===== src/hw/rtl/refcounted_handle_cache_assert.svh =====
// Assertion macros used by the handle cache RTL (rhc_ctrl).
`ifndef REFCOUNTED_HANDLE_CACHE_ASSERT_SVH
`define REFCOUNTED_HANDLE_CACHE_ASSERT_SVH

// Same-cycle implication, disabled during reset.
`define RHC_ASSERT_SAME(lbl, clk, rst_n, ante, cons, msg) \
    lbl: assert property (@(posedge clk) disable iff (!rst_n) (ante) |-> (cons)) \
        else $error(msg);

// Next-cycle implication, disabled during reset.
`define RHC_ASSERT_NEXT(lbl, clk, rst_n, ante, cons, msg) \
    lbl: assert property (@(posedge clk) disable iff (!rst_n) (ante) |=> (cons)) \
        else $error(msg);

`endif


===== src/hw/rtl/rhc_pkg.sv =====
// Shared types and constants of the handle cache.
package rhc_pkg;

    localparam int ID_W     = 64;
    localparam int SLOT_W   = 5;
    localparam int REFOUT_W = 8;

    typedef enum logic [2:0] {
        ST_HIT      = 3'd0,
        ST_FILL     = 3'd1,
        ST_FULL     = 3'd2,
        ST_REL      = 3'd3,
        ST_REL_NONE = 3'd4,
        ST_SAT      = 3'd5
    } t_status;

    typedef struct packed {
        t_status               status;
        logic [SLOT_W-1:0]     slot_index;
        logic [REFOUT_W-1:0]   ref_after;
        logic                  replaced;
        logic [ID_W-1:0]       replaced_id;
        logic                  replaced_write;
    } t_result;

endpackage


===== src/hw/rtl/refcounted_handle_cache.sv =====
// Reference-counted handle cache with round-robin replacement: acquire
// looks up (object_id, want_write), raising the count on an unsaturated hit
// or refilling the first unreferenced entry from the advanced cursor onward,
// wrapping around, on a miss; release drops the count of one entry. One item
// is in work at a time. An acquire reads the table one row per cycle through
// its single read port and one compare unit, stopping at the first matching
// entry; a miss reads every entry. The result waits in an output register,
// so the next item is taken while it is still unclaimed.
module refcounted_handle_cache #(
    parameter int ENTRIES  = 32,
    parameter int REF_BITS = 8
) (
    input  logic                             i_clk,
    input  logic                             i_rst_n,
    input  logic                             i_valid,
    output logic                             o_ready,
    input  logic                             i_op,
    input  logic [rhc_pkg::ID_W-1:0]         i_object_id,
    input  logic                             i_want_write,
    input  logic [rhc_pkg::SLOT_W-1:0]       i_release_slot,
    output logic                             o_valid,
    input  logic                             i_ready,
    output logic [2:0]                       o_status,
    output logic [rhc_pkg::SLOT_W-1:0]       o_slot_index,
    output logic [rhc_pkg::REFOUT_W-1:0]     o_ref_after,
    output logic                             o_replaced,
    output logic [rhc_pkg::ID_W-1:0]         o_replaced_id,
    output logic                             o_replaced_write
);

    localparam int IW = $clog2(ENTRIES);

    logic                       rd_en;
    logic [IW-1:0]              rd_addr;
    logic                       rd_valid;
    logic [rhc_pkg::ID_W-1:0]   rd_id;
    logic                       rd_write;
    logic [REF_BITS-1:0]        rd_refs;
    logic                       wr_en;
    logic [IW-1:0]              wr_addr;
    logic [rhc_pkg::ID_W-1:0]   wr_id;
    logic                       wr_write;
    logic [REF_BITS-1:0]        wr_refs;
    logic                       res_valid;
    rhc_pkg::t_result           res;
    logic                       out_free;
    logic                       r_out_valid;
    rhc_pkg::t_result           r_out;

    rhc_table #(
        .ENTRIES  (ENTRIES),
        .REF_BITS (REF_BITS)
    ) u_table (
        .i_clk      (i_clk),
        .i_rst_n    (i_rst_n),
        .i_rd_en    (rd_en),
        .i_rd_addr  (rd_addr),
        .o_rd_valid (rd_valid),
        .o_rd_id    (rd_id),
        .o_rd_write (rd_write),
        .o_rd_refs  (rd_refs),
        .i_wr_en    (wr_en),
        .i_wr_addr  (wr_addr),
        .i_wr_id    (wr_id),
        .i_wr_write (wr_write),
        .i_wr_refs  (wr_refs)
    );

    rhc_ctrl #(
        .ENTRIES  (ENTRIES),
        .REF_BITS (REF_BITS)
    ) u_ctrl (
        .i_clk          (i_clk),
        .i_rst_n        (i_rst_n),
        .i_valid        (i_valid),
        .o_in_ready     (o_ready),
        .i_op           (i_op),
        .i_object_id    (i_object_id),
        .i_want_write   (i_want_write),
        .i_release_slot (i_release_slot),
        .o_rd_en        (rd_en),
        .o_rd_addr      (rd_addr),
        .i_rd_valid     (rd_valid),
        .i_rd_id        (rd_id),
        .i_rd_write     (rd_write),
        .i_rd_refs      (rd_refs),
        .o_wr_en        (wr_en),
        .o_wr_addr      (wr_addr),
        .o_wr_id        (wr_id),
        .o_wr_write     (wr_write),
        .o_wr_refs      (wr_refs),
        .o_res_valid    (res_valid),
        .o_res          (res),
        .i_out_free     (out_free)
    );

    assign out_free = !r_out_valid || i_ready;

    always_ff @(posedge i_clk) begin
        if (!i_rst_n) begin
            r_out_valid <= 1'b0;
        end else if (out_free) begin
            r_out_valid <= res_valid;
        end
    end

    always_ff @(posedge i_clk) begin
        if (out_free && res_valid) begin
            r_out <= res;
        end
    end

    assign o_valid          = r_out_valid;
    assign o_status         = r_out.status;
    assign o_slot_index     = r_out.slot_index;
    assign o_ref_after      = r_out.ref_after;
    assign o_replaced       = r_out.replaced;
    assign o_replaced_id    = r_out.replaced_id;
    assign o_replaced_write = r_out.replaced_write;

endmodule


===== src/hw/rtl/rhc_table.sv =====
// Entry table: one-read one-write row memory plus per-entry valid bits.
module rhc_table #(
    parameter int ENTRIES  = 32,
    parameter int REF_BITS = 8
) (
    input  logic                        i_clk,
    input  logic                        i_rst_n,
    input  logic                        i_rd_en,
    input  logic [$clog2(ENTRIES)-1:0]  i_rd_addr,
    output logic                        o_rd_valid,
    output logic [rhc_pkg::ID_W-1:0]    o_rd_id,
    output logic                        o_rd_write,
    output logic [REF_BITS-1:0]         o_rd_refs,
    input  logic                        i_wr_en,
    input  logic [$clog2(ENTRIES)-1:0]  i_wr_addr,
    input  logic [rhc_pkg::ID_W-1:0]    i_wr_id,
    input  logic                        i_wr_write,
    input  logic [REF_BITS-1:0]         i_wr_refs
);

    localparam int ROW_W = rhc_pkg::ID_W + 1 + REF_BITS;

    logic [ROW_W-1:0]   mem [ENTRIES];
    logic [ENTRIES-1:0] r_valid;
    logic [ROW_W-1:0]   r_rd_row;
    logic               r_rd_valid;

    always_ff @(posedge i_clk) begin
        if (i_wr_en) begin
            mem[i_wr_addr] <= {i_wr_id, i_wr_write, i_wr_refs};
        end
        if (i_rd_en) begin
            r_rd_row <= mem[i_rd_addr];
        end
    end

    always_ff @(posedge i_clk) begin
        if (!i_rst_n) begin
            r_valid    <= '0;
            r_rd_valid <= 1'b0;
        end else begin
            if (i_wr_en) begin
                r_valid[i_wr_addr] <= 1'b1;
            end
            if (i_rd_en) begin
                r_rd_valid <= r_valid[i_rd_addr];
            end
        end
    end

    // Empty entries read as count zero and never match.
    assign o_rd_valid = r_rd_valid;
    assign o_rd_id    = r_rd_row[ROW_W-1 -: rhc_pkg::ID_W];
    assign o_rd_write = r_rd_row[REF_BITS];
    assign o_rd_refs  = r_rd_valid ? r_rd_row[REF_BITS-1:0] : '0;

endmodule


===== src/hw/rtl/rhc_ctrl.sv =====
// Sequencer: scans the table through one compare unit and builds each result.
`include "refcounted_handle_cache_assert.svh"

module rhc_ctrl #(
    parameter int ENTRIES  = 32,
    parameter int REF_BITS = 8
) (
    input  logic                            i_clk,
    input  logic                            i_rst_n,
    input  logic                            i_valid,
    output logic                            o_in_ready,
    input  logic                            i_op,
    input  logic [rhc_pkg::ID_W-1:0]        i_object_id,
    input  logic                            i_want_write,
    input  logic [rhc_pkg::SLOT_W-1:0]      i_release_slot,
    output logic                            o_rd_en,
    output logic [$clog2(ENTRIES)-1:0]      o_rd_addr,
    input  logic                            i_rd_valid,
    input  logic [rhc_pkg::ID_W-1:0]        i_rd_id,
    input  logic                            i_rd_write,
    input  logic [REF_BITS-1:0]             i_rd_refs,
    output logic                            o_wr_en,
    output logic [$clog2(ENTRIES)-1:0]      o_wr_addr,
    output logic [rhc_pkg::ID_W-1:0]        o_wr_id,
    output logic                            o_wr_write,
    output logic [REF_BITS-1:0]             o_wr_refs,
    output logic                            o_res_valid,
    output rhc_pkg::t_result                o_res,
    input  logic                            i_out_free
);

    localparam int IW = $clog2(ENTRIES);
    localparam logic [IW-1:0]       LAST_IDX = IW'(ENTRIES - 1);
    localparam logic [REF_BITS-1:0] REF_MAX  = {REF_BITS{1'b1}};
    localparam logic [REF_BITS-1:0] REF_ONE  = REF_BITS'(1);

    typedef enum logic [4:0] {
        S_IDLE = 5'b00001,
        S_SCAN = 5'b00010,
        S_REL  = 5'b00100,
        S_FIN  = 5'b01000,
        S_OUT  = 5'b10000
    } t_state;

    t_state                     r_state, n_state;
    logic                       r_op;
    logic [rhc_pkg::ID_W-1:0]   r_key_id;
    logic                       r_key_wr;
    logic [rhc_pkg::SLOT_W-1:0] r_rslot;
    logic                       r_bad;
    logic [IW-1:0]              r_cursor, n_cursor;
    logic [IW-1:0]              r_base;
    logic [IW-1:0]              r_addr;
    logic                       r_issue_done;
    logic                       r_pend;
    logic [IW-1:0]              r_pidx;
    logic                       r_hit;
    logic [IW-1:0]              r_sel_idx;
    logic [REF_BITS-1:0]        r_sel_refs;
    logic [rhc_pkg::ID_W-1:0]   r_sel_id;
    logic                       r_sel_wr;
    logic                       r_have_hi, r_have_lo;
    logic [IW-1:0]              r_hi_idx, r_lo_idx;
    logic                       r_hi_vld, r_lo_vld;
    logic [rhc_pkg::ID_W-1:0]   r_hi_id, r_lo_id;
    logic                       r_hi_wr, r_lo_wr;
    rhc_pkg::t_result           r_res, n_res;

    logic                       accept;
    logic                       rel_in_range;
    logic [IW-1:0]              base_next;
    logic                       row_match;
    logic                       row_zero;
    logic                       fill_valid;
    logic [IW-1:0]              fill_idx;
    logic                       fill_vld;
    logic [rhc_pkg::ID_W-1:0]   fill_id;
    logic                       fill_wr;
    logic [REF_BITS-1:0]        refs_dec;
    logic [REF_BITS-1:0]        refs_inc;

    assign o_in_ready   = (r_state == S_IDLE);
    assign accept       = i_valid && o_in_ready;
    assign rel_in_range = (32'(i_release_slot) < ENTRIES);
    assign base_next    = (r_cursor == LAST_IDX) ? '0 : r_cursor + 1'b1;

    // Shared compare unit on the row just read.
    assign row_match = i_rd_valid && (i_rd_id == r_key_id) && (i_rd_write == r_key_wr);
    assign row_zero  = (i_rd_refs == '0);

    assign refs_dec = r_sel_refs - 1'b1;
    assign refs_inc = r_sel_refs + 1'b1;

    always_comb begin
        fill_valid = r_have_hi || r_have_lo;
        if (r_have_hi) begin
            fill_idx = r_hi_idx;
            fill_vld = r_hi_vld;
            fill_id  = r_hi_id;
            fill_wr  = r_hi_wr;
        end else begin
            fill_idx = r_lo_idx;
            fill_vld = r_lo_vld;
            fill_id  = r_lo_id;
            fill_wr  = r_lo_wr;
        end
    end

    always_comb begin
        o_rd_en = 1'b0;
        o_rd_addr = r_addr;
        if (r_state == S_IDLE) begin
            o_rd_addr = IW'(i_release_slot);
            o_rd_en   = i_valid && i_op && rel_in_range;
        end else if (r_state == S_SCAN) begin
            o_rd_en = !r_issue_done;
        end
    end

    always_comb begin
        n_state    = r_state;
        n_res      = r_res;
        n_cursor   = r_cursor;
        o_wr_en    = 1'b0;
        o_wr_addr  = r_sel_idx;
        o_wr_id    = r_sel_id;
        o_wr_write = r_sel_wr;
        o_wr_refs  = r_sel_refs;
        unique case (r_state)
            S_IDLE: begin
                if (accept) begin
                    priority if (!i_op) begin
                        n_state = S_SCAN;
                    end else if (rel_in_range) begin
                        n_state = S_REL;
                    end else begin
                        n_state = S_FIN;
                    end
                end
            end
            S_SCAN: begin
                if (r_pend && (row_match || r_pidx == LAST_IDX)) begin
                    n_state = S_FIN;
                end
            end
            S_REL: begin
                n_state = S_FIN;
            end
            S_FIN: begin
                n_state = S_OUT;
                n_res   = '0;
                if (r_op) begin
                    n_res.slot_index = r_rslot;
                    if (r_bad || r_sel_refs == '0) begin
                        n_res.status = rhc_pkg::ST_REL_NONE;
                    end else begin
                        o_wr_en         = 1'b1;
                        o_wr_refs       = refs_dec;
                        n_res.status    = rhc_pkg::ST_REL;
                        n_res.ref_after = rhc_pkg::REFOUT_W'(refs_dec);
                    end
                end else if (r_hit) begin
                    n_res.slot_index = rhc_pkg::SLOT_W'(r_sel_idx);
                    if (r_sel_refs == REF_MAX) begin
                        n_res.status    = rhc_pkg::ST_SAT;
                        n_res.ref_after = rhc_pkg::REFOUT_W'(r_sel_refs);
                    end else begin
                        o_wr_en         = 1'b1;
                        o_wr_refs       = refs_inc;
                        n_res.status    = rhc_pkg::ST_HIT;
                        n_res.ref_after = rhc_pkg::REFOUT_W'(refs_inc);
                    end
                end else begin
                    n_cursor = r_base;
                    if (fill_valid) begin
                        o_wr_en              = 1'b1;
                        o_wr_addr            = fill_idx;
                        o_wr_id              = r_key_id;
                        o_wr_write           = r_key_wr;
                        o_wr_refs            = REF_ONE;
                        n_res.status         = rhc_pkg::ST_FILL;
                        n_res.slot_index     = rhc_pkg::SLOT_W'(fill_idx);
                        n_res.ref_after      = rhc_pkg::REFOUT_W'(1);
                        n_res.replaced       = fill_vld;
                        n_res.replaced_id    = fill_vld ? fill_id : '0;
                        n_res.replaced_write = fill_vld && fill_wr;
                    end else begin
                        n_res.status = rhc_pkg::ST_FULL;
                    end
                end
            end
            S_OUT: begin
                if (i_out_free) begin
                    n_state = S_IDLE;
                end
            end
            default: begin
                n_state = S_IDLE;
            end
        endcase
    end

    always_ff @(posedge i_clk) begin
        if (!i_rst_n) begin
            r_state  <= S_IDLE;
            r_cursor <= '0;
        end else begin
            r_state  <= n_state;
            r_cursor <= n_cursor;
        end
    end

    always_ff @(posedge i_clk) begin
        r_res <= n_res;
        if (accept) begin
            r_op         <= i_op;
            r_key_id     <= i_object_id;
            r_key_wr     <= i_want_write;
            r_rslot      <= i_release_slot;
            r_bad        <= !rel_in_range;
            r_base       <= base_next;
            r_addr       <= '0;
            r_issue_done <= 1'b0;
            r_pend       <= 1'b0;
            r_hit        <= 1'b0;
            r_have_hi    <= 1'b0;
            r_have_lo    <= 1'b0;
            r_sel_idx    <= IW'(i_release_slot);
        end
        if (r_state == S_REL) begin
            r_sel_refs <= i_rd_refs;
            r_sel_id   <= i_rd_id;
            r_sel_wr   <= i_rd_write;
        end
        if (r_state == S_SCAN) begin
            // Issue the next row read.
            r_pend <= !r_issue_done;
            if (!r_issue_done) begin
                r_pidx <= r_addr;
                if (r_addr == LAST_IDX) begin
                    r_issue_done <= 1'b1;
                end else begin
                    r_addr <= r_addr + 1'b1;
                end
            end
            // Check the row that came back.
            if (r_pend) begin
                if (row_match) begin
                    r_hit      <= 1'b1;
                    r_sel_idx  <= r_pidx;
                    r_sel_refs <= i_rd_refs;
                    r_sel_id   <= i_rd_id;
                    r_sel_wr   <= i_rd_write;
                end else if (row_zero) begin
                    if (r_pidx >= r_base && !r_have_hi) begin
                        r_have_hi <= 1'b1;
                        r_hi_idx  <= r_pidx;
                        r_hi_vld  <= i_rd_valid;
                        r_hi_id   <= i_rd_id;
                        r_hi_wr   <= i_rd_write;
                    end
                    if (r_pidx < r_base && !r_have_lo) begin
                        r_have_lo <= 1'b1;
                        r_lo_idx  <= r_pidx;
                        r_lo_vld  <= i_rd_valid;
                        r_lo_id   <= i_rd_id;
                        r_lo_wr   <= i_rd_write;
                    end
                end
            end
        end
    end

    assign o_res_valid = (r_state == S_OUT);
    assign o_res       = r_res;

    `RHC_ASSERT_NEXT(a_busy_after_accept, i_clk, i_rst_n, accept, !o_in_ready, "ready after accept")
    `RHC_ASSERT_NEXT(a_res_hold, i_clk, i_rst_n, o_res_valid && !i_out_free, o_res_valid && $stable(r_res), "result dropped while held")
    `RHC_ASSERT_SAME(a_full_clean, i_clk, i_rst_n, o_res_valid && r_res.status == rhc_pkg::ST_FULL, r_res.slot_index == '0 && r_res.ref_after == '0 && !r_res.replaced, "full result not clean")
    `RHC_ASSERT_SAME(a_fill_one, i_clk, i_rst_n, o_res_valid && r_res.status == rhc_pkg::ST_FILL, r_res.ref_after == rhc_pkg::REFOUT_W'(1), "fill count not one")

endmodule

===== config.mk =====
export PLATFORM = sky130hd
export DESIGN_NAME = refcounted_handle_cache
export DESIGN_NICKNAME = d
export VERILOG_FILES = /design/src/hw/rtl/rhc_pkg.sv /design/src/hw/rtl/refcounted_handle_cache.sv /design/src/hw/rtl/rhc_table.sv /design/src/hw/rtl/rhc_ctrl.sv
export VERILOG_INCLUDE_DIRS = /design/src /design/src/hw/rtl
export SDC_FILE = /design/constraint.sdc
export NUM_CORES = 2
export LEC_CHECK = 0
export BUFFER_PORTS_ARGS = -buffer_cell sky130_fd_sc_hd__buf_2
export CAP_MARGIN = 0
export CELL_PAD_IN_SITES_DETAIL_PLACEMENT = 0
export CELL_PAD_IN_SITES_GLOBAL_PLACEMENT = 1
export CORE_ASPECT_RATIO = 1.5
export CORE_MARGIN = 3
export CORE_UTILIZATION = 48
export CTS_CLUSTER_SIZE = 28
export DETAILED_ROUTE_END_ITERATION = 10
export PLACE_DENSITY_LB_ADDON = 0.2
export SLEW_MARGIN = 10
export SYNTH_ARGS = -nofsm -noshare
export SYNTH_HDL_FRONTEND = slang
export SYNTH_SLANG_ARGS = --single-unit

===== constraint.sdc =====
create_clock -name i_clk -period 9.6 [get_ports i_clk]
set_input_delay 1.92 -clock i_clk [delete_from_list [all_inputs] [get_ports i_clk]]
set_output_delay 1.92 -clock i_clk [all_outputs]
set_load 0.005 [all_outputs]

# After elaboration in Yosys (flattened, before gate mapping)
# Memories as Yosys holds them, arrays and structs flattened. A register that Yosys moved wholly into a read port is not among the register bits.
# Cells that the tools add are included.
# word_totals
reg_bits,519
mem_bits_rw,2336
inputBits,75
output_inout_bits,84
mem_count,1
# op_classes
addsub,4
magnitude_cmp,5
n_eq_ne,14
muxes,93
bitwise,7
n_reduce_logical,27
# memory_table
memory,depth,width,read_ports,rd_clocked_by_memory_dff,write_ports,line,rtl
u_table.mem,32,73,1,1,1,rhc_table.sv:23,logic [ROW_W-1:0] mem [ENTRIES];
# op_table
operator,count
64-bit two-way mux,10
8-bit two-way mux,12
5-bit two-way mux,17
79-bit two-way mux,1
64-bit == test,1
1-bit two-way mux,44
16-bit two-way mux,2
32-bit OR,1
5-bit case mux with 5 select lines,1
"5-bit == test, second input constant",4
8-bit zero test,2
"5-bit by 6-bit less-than comparator with 1-bit output, second input constant",2
"5-bit by 1-bit adder with 5-bit output, second input constant",2
1-bit logical AND,10
5-bit AND reduction,2
3-bit two-way mux,3
"8-bit by 1-bit adder with 8-bit output, second input constant",1
"8-bit == test, second input constant",1
"8-bit by 1-bit subtractor with 8-bit output, second input constant",1
1-bit NOT,6
3-bit AND reduction,2
1-bit binary-select mux with 5-bit select,1
1-bit demux with 5-bit select,1
"5-bit by 1-bit == test with 1-bit output, second input constant",1
other kinds (16),22

# Logic depth before layout (Yosys ltp)
# depth
ltp_word,10
depth_mapped,11

# Modules after synthesis
# A second synthesis with hierarchy kept.
# hier_totals
cells_unflattened,5211
hier_area_um2,112576.7
# modules_own_cells
module,instances,cells_each,area_each_um2
rhc_table,1,3717,92542.5
rhc_ctrl,1,1407,17514.3
refcounted_handle_cache,1,87,2519.9

# Least setup slack after synthesis
# OpenSTA, ideal clock, no wires.
# synth_timing
path_kind,reg2reg
start,register u_ctrl.r_op
end,"memory u_table.mem[16][0] (netlist bit), enable pin"
setup_ps,687
arrival_ps,8735
path_slack_ps,178
stages_incl_launch_ff,8
path_buffers,1
period_less_slack_ps,9422
path_cell_list,edfxtp_1 -> clkbuf_1 -> nor2_1 -> nand3b_1 -> a22oi_1 -> nor4b_1 -> nand2_1 -> nor4_1
# synth_via
elab_chain_len,4
# synth_rtl
item,line,rtl
from (decl),rhc_ctrl.sv:46,logic r_op;
from (signal assigned),rhc_ctrl.sv:216,r_op <= i_op;
1-bit two-way mux,rhc_ctrl.sv:152,if (r_op) begin
1-bit two-way mux,rhc_ctrl.sv:129,unique case (r_state)
1-bit two-way mux,rhc_table.sv:29,if (i_wr_en) begin
1-bit two-way mux (implied by the code),rhc_table.sv:30,"mem[i_wr_addr] <= {i_wr_id, i_wr_write, i_wr_refs};"
to (decl),rhc_table.sv:23,
# Parallel ways exist; a longest one is shown, timed or not.

# Worst setup path after layout
# layout_timing
start,register u_ctrl.r_state[2]
end,"memory u_table.mem[14][52] (netlist bit), enable pin"
# layout_via
elab_chain_len,4
# layout_rtl
item,line,rtl
from (decl),rhc_ctrl.sv:45,"t_state r_state, n_state;"
from (signal assigned),rhc_ctrl.sv:208,r_state <= n_state;
5-bit by 4-bit == test with 1-bit output (*),rhc_ctrl.sv:129,
1-bit two-way mux,rhc_ctrl.sv:129,
1-bit two-way mux,rhc_table.sv:29,
1-bit two-way mux (implied by the code),rhc_table.sv:30,
# Mark *: on every way between the ends. The rest lies on a longest branch, timed or not.

==> metrics <==
crit share post-route=61.8%; Worst Tran Pin Value=1.28 ns; Register-to-Register Path Depth=10; PortBufs=roughly 160; P per Cell Area=approximately 270 nW/um^2; syn nets=7873; Clock transition at path regs=0.06 ns; WP depth=10; Initial Utilization=48.5%; drt drc=0; CP cell instances=nor4_1, and2_4, buf_4, nand3b_1, buf_12, a22oi_1, nand3_1, nor2_4, buf_4, buf_4; clock tree root driver cell=clkbuf_16; initial antenna violation count=17; Post-CTS Repair Setup Buffers=0; Clock Skew=around 0.047 ns; Die Width=a little over 400 um; DR vias/cell=6.17; synthesized area per cell=14.7 sq um; Critical Path Sink Type=register; largest net degree at the start of global routing=~150; post-synthesis cell count=slightly below 8000; Die Area=244000 sq um; Synth Register Bits=2928; CP peak stage delay=0.86 ns; Final GP Congestion=roughly 0.84; status=finished clean; Setup TNS=0 ns; Synth Flop Type=edfxtp_1; FFs w/ async S/R, synth=0%; area grow syn2layout=11.8%; Pwr Total=34.2 mW; Rel. slew slack=14.4%; Critical path origin=u_ctrl.r_state[2]$_SDFFE_PN0P_; Worst Path Max Fanout=86; Critical-path top delay cell=buf_4; CTS max path bufs=4; Clock Sinks=~2900; later-pin clock latency in the skew report=0.86 ns; Post-DRT Antenna Nets=0; worst min path class=register to register; # rows=218; routed len/inst=approximately 31 um; first-pass GRT wire length=between 400000 and 500000 um; core area=236000 sq um; Syn Std Cell Area=about 110000 sq um; Setup violations, final=0; reg2reg end=u_table.mem[14][52]$_DFFE_PP_; share of cells above drive strength 1=11.5%; Static Leakage=43.5 nW; maximum clock rate=169 MHz; CTS tree=yes; Buf/Inv on CP=4; die height=604 um; Top cell by count, worst path=buf_4; GRT Resource Usage Total=28.1%; Max Cap Viol=0; WS Path Type=register to register; vias post-DR=69000; crit path capture=u_table.mem[14][52]$_DFFE_PP_; CTS H-tree depth=5; DRT Wirelength=~350000 um; hold path start=u_ctrl.o_res[56]$_SDFFCE_PP0P_; Post-synth EDFFs=2797; minimum clock period=5.93 ns; crit path launch type=register; R2R Setup Slk=around 3.7 ns; Crit path arrival time=6.37 ns; fin worst setup slack=3.67 ns; reg2reg start=u_ctrl.r_state[2]$_SDFFE_PN0P_; Iter 0 DRT Violations=8237; Finished Layout Cells=11200; synth warn=0; most frequent cells in the layout=2797 x edfxtp_1, 1624 x nand2_1, 388 x nand3_1, 388 x mux2i_1, 359 x a21oi_1; crit-path leading delay family=buffers and inverters; grt ovf=0; number of iterations in the first detailed-routing pass=6; Post-CTS Resized=0; Max VDD drop=185 uV; Hold Buf Count CTS=0; io pins=159; Num CTS Buffers=280; Final Hold Viols=0; RSZ-0062 raised after global routing=false; sequential-to-total area share from yosys stat=around 76%; commonest non-fill, non-tap cell in the layout=edfxtp_1; required time of the critical path=10.03 ns; Final Slew Violations=0; vias in the first global route=~67000; count of cell types in the netlist=73; fin nets=about 8000; detailed placement HPWL=around 200000 um; Placement Setup Slack=around 3.6 ns; # placed instances=between 10000 and 15000
synthesized netlist by cell type, types with 29 or more instances:
cell / count / area share (%)
xor2_1: 35 / 0.27
mux2_4: 62 / 0.81
edfxtp_1: 2797 / 73
buf_2: 110 / 0.48
o21a_1: 35 / 0.23
nand2_1: 1630 / 5.4
o32ai_1: 39 / 0.30
clkbuf_1: 300 / 0.98
a21oi_1: 360 / 1.6
mux2_2: 60 / 0.59
o221ai_1: 124 / 0.95
nor3_1: 117 / 0.51
a211oi_1: 143 / 0.94
a311oi_1: 117 / 0.90
a22oi_1: 42 / 0.28
a31o_1: 29 / 0.22
o21ai_0: 82 / 0.36
buf_1: 71 / 0.23
nand3_1: 389 / 1.7
nor2_1: 123 / 0.40
and3_1: 194 / 1.1
a21o_1: 40 / 0.26
dfxtp_1: 131 / 2.3
inv_1: 43 / 0.14
mux2i_1: 391 / 3.4
a31oi_1: 96 / 0.53
cell type report:
class / instances / area [sq um]
Multi-Input combinational cell: 4321 / 25900
Timing Repair Buffer: 316 / 2360
Fill cell: 18800 / 108000
Inverter: 45 / 171
Sequential cell: 2928 / 86600
Clock inverter: 125 / 1280
Antenna cell: 10 / 25.0
Clock buffer: 363 / 7610
Tap cell: 3080 / 3850
per-stage QoR:
step | hold slack [ns] | utilization, % | area, sq um
after floorplan | 0.400 | - | 114000
after global placement | 0.403 | 50.4 | 119000
after detailed placement | 0.405 | 50.4 | 119000
after CTS | 0.417 | 54.2 | 128000
after global routing | 0.415 | 54.2 | 128000
final | 0.407 | 54.2 | 128000
metal layers:
metal / vias to the layer above / GRT usage [%] / share of wire, %
li1: 29800 / - / -
met1: 35300 / 35.8 / 38
met2: 3201 / 47.6 / 50
met3: 707 / 3.93 / 7.6
met4: 10 / 13.0 / 5.1
met5: - / 0 / 0.019
worst register-to-register path: cells and delay by family (launching register included):
kind	cells	cell delay [ns]
buffers and inverters	4	2.64
AO/OA/AOI/OAI	1	0.84
AND/OR/NAND/NOR	5	1.60
flip-flops	1	0.40
flip-flops by register name, summed over array words and instances, names as in the netlist, 8 cells and up:
| signal | cells |
|---|---|
| u_ctrl.r_sel_id | 64 |
| u_table.r_valid | 32 |
| o_replaced_id | 64 |
| o_ref_after | 8 |
| u_ctrl.r_lo_id | 64 |
| u_ctrl.r_sel_refs | 8 |
| u_table.r_rd_row | 73 |
| u_table.mem | 2336 |
| u_ctrl.r_hi_id | 64 |
| u_ctrl.o_res | 82 |
| u_ctrl.r_key_id | 64 |
worst min-delay path by stage:
stage	end	slack, ns	cells past startpoint
global route	o_replaced_id[44]$_DFFE_PP_	0.41	0
floorplan	o_ref_after[0]$_DFFE_PP_	0.40	0
CTS	o_replaced_id[6]$_DFFE_PP_	0.42	0
finish	o_replaced_id[55]$_DFFE_PP_	0.41	0
detailed placement	o_replaced_id[25]$_DFFE_PP_	0.40	0
global placement	o_replaced_id[40]$_DFFE_PP_	0.40	0
cell families (layout without fill, tap and decap cells):
kind of cell / count (synthesis) / count (layout) / share of synthesized area [%]
xor+xnor: 40 / 40 / 0.306
compound gates: 1210 / 1210 / 7.31
fa+ha+maj: 12 / 12 / 0.131
simple gates: 2538 / 2538 / 9.53
buf+inv: 537 / 849 / 2.01
other cells: 0 / 10 / 0
flops: 2928 / 2928 / 75.7
mux: 521 / 521 / 4.96
report_power, final:
part | total (mW) | switching (mW) | internal (mW)
logic | 6.97 | 5.13 | 1.84
registers | 16.3 | 0.488 | 15.8
clock network | 11.0 | 4.70 | 6.27
total | 34.2 | 10.3 | 23.9
(Power assumes the default switching activity.)
